### src/rtl/core/mtds_pkg.sv
// ----------------------------------------------------------------------------
// mtds_pkg
// Types and constants shared by the text display scanner modules.
// ----------------------------------------------------------------------------
package mtds_pkg;

  // Display geometry
  localparam int unsigned CHARS_PER_INDICATOR = 8;
  localparam int unsigned MAX_INDICATORS      = 8;
  localparam int unsigned MAX_ROWS            = 7;
  localparam int unsigned SCAN_COLUMNS        = 5;

  localparam int unsigned ROW_LEN_MAX = CHARS_PER_INDICATOR * MAX_INDICATORS;
  localparam int unsigned TEXT_DEPTH  = MAX_ROWS * ROW_LEN_MAX;
  localparam int unsigned FONT_CODES  = 64;
  localparam int unsigned FONT_DEPTH  = SCAN_COLUMNS * FONT_CODES;
  localparam int unsigned DOTS        = 7;

  localparam int unsigned TEXT_AW = $clog2(TEXT_DEPTH);
  localparam int unsigned FONT_AW = $clog2(FONT_DEPTH);
  localparam int unsigned LEN_W   = $clog2(ROW_LEN_MAX + 1);

  localparam logic [5:0] SPACE_CODE = 6'd32;

  // Item commands
  localparam logic [1:0] CMD_TICK  = 2'd0;
  localparam logic [1:0] CMD_WRITE = 2'd1;
  localparam logic [1:0] CMD_CLEAR = 2'd2;
  localparam logic [1:0] CMD_FONT  = 2'd3;

  // Write status codes
  localparam logic [1:0] WS_ACCEPTED = 2'd0;
  localparam logic [1:0] WS_RANGE    = 2'd1;
  localparam logic [1:0] WS_IGNORED  = 2'd2;

  // Register indexes
  localparam logic [1:0] REG_ROW_COUNT  = 2'd0;
  localparam logic [1:0] REG_INDICATORS = 2'd1;
  localparam logic [1:0] REG_UNUSED     = 2'd2;

  typedef struct packed {
    logic [1:0] command;
    logic [5:0] text_column;
    logic [2:0] text_row;
    logic [5:0] char_code;
    logic [2:0] font_column;
    logic [6:0] font_bits;
    logic       string_end;
  } mtds_in_t;

  typedef struct packed {
    logic [7:0] pin_byte;
    logic [2:0] scan_column;
    logic       column_done;
    logic [1:0] write_status;
    logic [6:0] accepted_count;
  } mtds_out_t;

  typedef struct packed {
    logic [2:0] row_count;
    logic [3:0] indicators_per_row;
    logic [7:0] unused_pins_value;
  } mtds_cfg_t;

  // Controller to datapath
  typedef struct packed {
    logic latch;       // capture accepted word
    logic init_step;   // clearing pass after reset
    logic clear_step;  // clear command sweep
    logic exec;        // write or font load
    logic tick_issue;  // issue one row read
    logic tick_end;    // form pin byte, advance scan
    logic out_load;    // move result to output register
  } mtds_cmd_t;

  // Datapath to controller
  typedef struct packed {
    logic [1:0] command;
    logic       last_row;
    logic       clear_last;
    logic       init_last;
  } mtds_sts_t;

endpackage

### src/rtl/core/mtds_ctrl.sv
// ----------------------------------------------------------------------------
// mtds_ctrl
// Sequencer: reset clearing pass, item dispatch, row walk and result handoff.
// ----------------------------------------------------------------------------
module mtds_ctrl (
  input  logic                clk,
  input  logic                rst_n,
  input  logic                in_valid,
  output logic                in_stall,
  output logic                out_valid,
  input  logic                out_stall,
  output mtds_pkg::mtds_cmd_t cmd,
  input  mtds_pkg::mtds_sts_t sts
);
  import mtds_pkg::*;

  localparam logic [3:0] S_INIT   = 4'd0;
  localparam logic [3:0] S_IDLE   = 4'd1;
  localparam logic [3:0] S_EXEC   = 4'd2;
  localparam logic [3:0] S_CLEAR  = 4'd3;
  localparam logic [3:0] S_ISSUE  = 4'd4;
  localparam logic [3:0] S_DRAIN1 = 4'd5;
  localparam logic [3:0] S_DRAIN2 = 4'd6;
  localparam logic [3:0] S_TEND   = 4'd7;
  localparam logic [3:0] S_FINISH = 4'd8;

  logic [3:0] state_r, state_nxt;
  logic       out_valid_r, out_valid_nxt;
  logic       out_free;

  assign in_stall  = (state_r != S_IDLE);
  assign out_valid = out_valid_r;
  assign out_free  = !out_valid_r || !out_stall;

  always_comb begin
    state_nxt = state_r;
    cmd       = '0;
    unique case (state_r)
      S_INIT: begin
        cmd.init_step = 1'b1;
        if (sts.init_last) state_nxt = S_IDLE;
      end
      S_IDLE: begin
        if (in_valid) begin
          cmd.latch = 1'b1;
          state_nxt = S_EXEC;
        end
      end
      S_EXEC: begin
        unique case (sts.command) inside
          CMD_WRITE, CMD_FONT: begin
            cmd.exec  = 1'b1;
            state_nxt = S_FINISH;
          end
          CMD_CLEAR: state_nxt = S_CLEAR;
          default:   state_nxt = S_ISSUE;
        endcase
      end
      S_CLEAR: begin
        cmd.clear_step = 1'b1;
        if (sts.clear_last) state_nxt = S_FINISH;
      end
      S_ISSUE: begin
        cmd.tick_issue = 1'b1;
        if (sts.last_row) state_nxt = S_DRAIN1;
      end
      S_DRAIN1: state_nxt = S_DRAIN2;
      S_DRAIN2: state_nxt = S_TEND;
      S_TEND: begin
        cmd.tick_end = 1'b1;
        state_nxt    = S_FINISH;
      end
      S_FINISH: begin
        // hold the result until the output register frees up
        if (out_free) begin
          cmd.out_load = 1'b1;
          state_nxt    = S_IDLE;
        end
      end
      default: state_nxt = S_INIT;
    endcase
  end

  always_comb begin
    out_valid_nxt = out_valid_r;
    if (cmd.out_load)       out_valid_nxt = 1'b1;
    else if (!out_stall)    out_valid_nxt = 1'b0;
  end

  always_ff @(posedge clk) begin
    if (!rst_n) begin
      state_r     <= S_INIT;
      out_valid_r <= 1'b0;
    end else begin
      state_r     <= state_nxt;
      out_valid_r <= out_valid_nxt;
    end
  end

`ifndef SYNTH
  a_accept_leaves_idle: assert property (@(posedge clk) disable iff (!rst_n)
    (in_valid && !in_stall) |=> (state_r == S_EXEC))
    else $error("accepted word did not start execution");

  a_finish_hands_off: assert property (@(posedge clk) disable iff (!rst_n)
    (state_r == S_FINISH && out_free) |=> (out_valid_r && state_r == S_IDLE))
    else $error("result not handed to output register");

  a_no_overwrite: assert property (@(posedge clk) disable iff (!rst_n)
    cmd.out_load |-> out_free)
    else $error("output register overwritten while stalled");
`endif

endmodule

### config.mk
export PLATFORM = sky130hd
export DESIGN_NAME = mtds_ctrl
export DESIGN_NICKNAME = d
export VERILOG_FILES = /design/src/rtl/core/mtds_pkg.sv /design/src/rtl/core/mtds_ctrl.sv
export SDC_FILE = /design/constraint.sdc
export NUM_CORES = 1
export LEC_CHECK = 0
export ABC_AREA = 1
export BUFFER_PORTS_ARGS = -buffer_cell sky130_fd_sc_hd__buf_2
export CELL_PAD_IN_SITES_DETAIL_PLACEMENT = 1
export CELL_PAD_IN_SITES_GLOBAL_PLACEMENT = 1
export CORE_MARGIN = 5
export CORE_UTILIZATION = 30
export DETAILED_ROUTE_END_ITERATION = 6
export PLACE_DENSITY_LB_ADDON = 0.08
export SYNTH_ARGS = -nofsm -noshare
export SYNTH_HDL_FRONTEND = slang
export SYNTH_SLANG_ARGS = --single-unit
### constraint.sdc
create_clock -name clk -period 3.5 [get_ports clk]
set_clock_uncertainty 0.1 [all_clocks]
set_input_delay 0.35 -clock clk [delete_from_list [all_inputs] [get_ports clk]]
set_output_delay 0.35 -clock clk [all_outputs]
set_load 0.005 [all_outputs]
# Word-level counts from Yosys, hierarchy flattened
# Index checks and enable logic that the tools add are counted.
# classes
eq_ne	18
muxes	19
n_reduce_logical	6
# ops
cell	n
case mux 4 bit (9 select lines)	1
two-way mux 4 bit	5
== test 4 x 3 -> 1 bit, second input constant	4
two-way mux 1 bit	12
!= test 2 bit, second input constant	5
== test 4 x 2 -> 1 bit, second input constant	2
case mux 4 bit (2 select lines)	1
AND reduction 5 bit	1
== test 2 bit, second input constant	2
== test 4 x 1 -> 1 bit, second input constant	1
== test 4 bit, second input constant	1
zero test 4 bit	1
!= test 4 x 1 -> 1 bit, second input constant	1
== test 2 x 1 -> 1 bit, second input constant	1
zero test 1 bit	2
!= test 2 x 1 -> 1 bit, second input constant	1
OR reduction 2 bit	1
logical OR 1 bit	1
# totals
ff_bits	5
inputBits	9
output_inout_bits	9
elab_cells	45

# Depth between registers and ports, before layout
# depth
ltp_word	5
ltp_mapped	8
mapped_depth_nobuf	8

# Least setup slack after synthesis
# No wires, ideal clock.
# synth_timing
path_kind	flip-flop to output port
start	register state_r[3]
end	output port cmd[0] (netlist name)
arrival_time_ns	0.858
t_required_ns	3.050
path_slack_ns	2.192
path_stages_with_launch	6
path_buffers	1
cell_sequence	dfxtp_1 -> inv_1 -> nor2_1 -> nand2_2 -> a21oi_1 -> buf_4
# synth_lines
element	line_no	rtl
from (decl)	mtds_ctrl.sv:27	logic [3:0] state_r, state_nxt;
from (signal assigned)	mtds_ctrl.sv:95	state_r <= state_nxt;
to (decl)	mtds_ctrl.sv:12	output mtds_pkg::mtds_cmd_t cmd,

==> summary.txt <==
Pwr
  • Peak VDD IR: 0.000238 V
  • Power per cell area: 621 nW/um^2
  • Post-layout total power: 327 uW
  • LEAKAGE: 0.312 nW

STA
  • Worst-margin pin slew: 0.234 ns
  • Period utilization: 47.3%
  • Min cycle time layout: 1.66 ns
  • Final hold vios: 0
  • Slew headroom: 84.4%
  • Max-slew violations: 0
  • Highest clock rate: 604 MHz
  • Worst setup margin: 1.84 ns
  • Setup TNS Final: 0 ns
  • RSZ-0062 raised after global routing: false
  • Final-report setup violation count: 0

Worst setup path
  • FF-to-FF path depth: 7
  • CP max FO: 4
  • Crit Reg-Reg Endpoint: state_r[0]
  • Crit end category: output port
  • WP data required: 3.05 ns
  • Worst EP arrival: 1.21 ns
  • R2R Path Start: state_r[0]
  • Crit start category: flop
  • Kind of critical path: reg -> out
  • Reg2Reg Setup Slack: 2.17 ns

Synthesis
  • Post-synthesis xor/xnor area fraction: 0%
  • Synth cell types: 16
  • Syn Area/Cell: 5.77 sq um
  • Seq cells post-synth: 5
  • Synth Area in Compound Gates: 10.5%
  • Sequential area share after synthesis: 24.8%
  • Top post-synthesis cells by area: dfxtp_1 (25%), inv_1 (13%), nor2_1 (12%)
  • Simple-Gate Fraction of Synth Area: 48.9%
  • Yosys warnings: 0
  • Largest family of logic cells by synthesized area: simple AND/OR/NAND/NOR gates
  • Mux share of post-synthesis cell area: 0%
  • Post-synth top area cell: dfxtp_1
  • Post-synth top area share: 24.8%
  • Post-Synth Adder-Cell Area: 0%
  • Mapped cell area: 404 sq um
  • Syn Inst Count: 70
  • Syn Nets: 79

GRT
  • Antenna violations before repair: 0
  • Overflow after GRT: 0
  • Total track usage: 13.5%
  • First-pass GRT wire length: 2.08 mm
  • Largest net degree at the start of global routing: 9
  • Vias in the first global route: 498

CTS
  • Hold_buf cts: 0
  • Root Buffer: clkbuf_4
  • CTS resizes: 0
  • Worst-path clk slew: 0.05 ns
  • H-tree depth: 1
  • TritonCTS clock tree: done
  • Total CTS buffers: 3
  • Clk Latency, worst-skew pair: 0.25 ns
  • Clock buffer depth: 2
  • Postcts setup bufs: 0
  • Clock Sinks: 5

Place
  • Pre-CTS WS: 2.08 ns
  • Hpwl dp: 998 um
  • Gp weighted congestion: 0.791
  • IO Port Bufs: 17

Drt
  • DRT iter0 DRCs: 4
  • Vias: 478
  • Post-DR vias/cell: 4.55
  • DRC: 0
  • Drt wl/cell: 11.4 um
  • Final Routed Wirelength: 1.20 mm
  • Routed Antenna Nets: 0
  • DRT Pass-1 Iters: 4

Layout
  • Final net count: 100
  • Antenna cells: 0
  • P&R area growth vs syn: 30.3%
  • Most common cell after layout, fill and taps aside: buf_2
  • Share of layout cells above drive strength 1: 32.2%
  • Most frequent cells in the layout: buf_2 (17), inv_1 (14), nor2_1 (13)

Hold path
  • Worst hold path depth: 3
  • Worst min path class: in -> reg
  • WHS Endpoint: state_r[0]
  • Min-delay src: rst_n

Status
  • Status: completed

Floorplan
  • Die width: 46.7 um
  • CORE AREA: 1280 sq um
  • Io pins: 18
  • Row Count: 13
  • Total die area: 2180 sq um
  • Chip height: 46.7 um
  • Starting Density: 31.5%

Run
  • # Max-Cap Violations: 0
[cell usage after synthesis, drive strengths merged]
library cell,number
nand3b,1
a21oi,5
inv,15
dfxtp,5
nor2,18
nand2,13
nand3,8
nand4,1
buf,1
o21ai,2
o211ai,1
[how the worst max path moves through the flow]
stage | endpoint | cells past startpoint | slack, ns | from
6_report | cmd[3] | 5 | 1.84 | state_r[1]
5_1_grt | cmd[6] | 5 | 1.70 | state_r[0]
4_1_cts | cmd[3] | 5 | 1.82 | state_r[1]
3_5_place_dp | cmd[3] | 5 | 2.08 | state_r[1]
3_3_place_gp | cmd[3] | 5 | 2.10 | state_r[1]
2_1_floorplan | cmd[0] | 5 | 2.19 | state_r[3]
[layer usage]
metal | global-route usage [%] | part of all wire, % | vias up
li1 | - | - | 257
met4 | 6.63 | 1.6 | 0
met2 | 23.1 | 48 | 15
met5 | 0 | 0 | -
met3 | 1.17 | 5.5 | 2
met1 | 17.0 | 45 | 204
[through the flow]
stage          std cells  hold slack (ns)  instance area [sq um]  utilization, %
6_report             105            0.251                    527            41.0
5_1_grt              105            0.275                    527            41.0
4_1_cts              105            0.251                    527            41.0
3_5_place_dp         101            0.422                    500            38.9
3_3_place_gp         101            0.413                    500            38.9
2_1_floorplan         70            0.371                    404               -
[worst max-delay path, stage by stage (launching register included)]
cell and delay [ns]:
dfxtp_1 0.41, inv_1 0.08, nor2_1 0.16, nand2_1 0.09, nor2_1 0.09, buf_2 0.12
[power breakdown]
| group | internal (mW) | switching [mW] |
|---|---|---|
| logic | 0.0651 | 0.102 |
| clock network | 0.0433 | 0.0271 |
| registers | 0.0697 | 0.0200 |
[area by class of cell]
| class | count | area, sq um |
|---|---|---|
| fillers | 193 | 758 |
| multi-input cells | 49 | 240 |
| flip-flops and latches | 5 | 100 |
| repair buffers | 17 | 85.1 |
| inverters | 15 | 56.3 |
| clock buffers | 4 | 26.3 |
| well taps | 15 | 18.8 |
[flip-flops by register name, indices dropped and copies added, names as in the netlist]
register / flops
state_r: 4
out_valid: 1
[kinds of logic after synthesis]
kind of cell | Yosys count
flip-flops | 5
buffers and inverters | 16
AO/OA/AOI/OAI | 8
AND/OR/NAND/NOR | 41
Power figures use the tool's default switching activity.
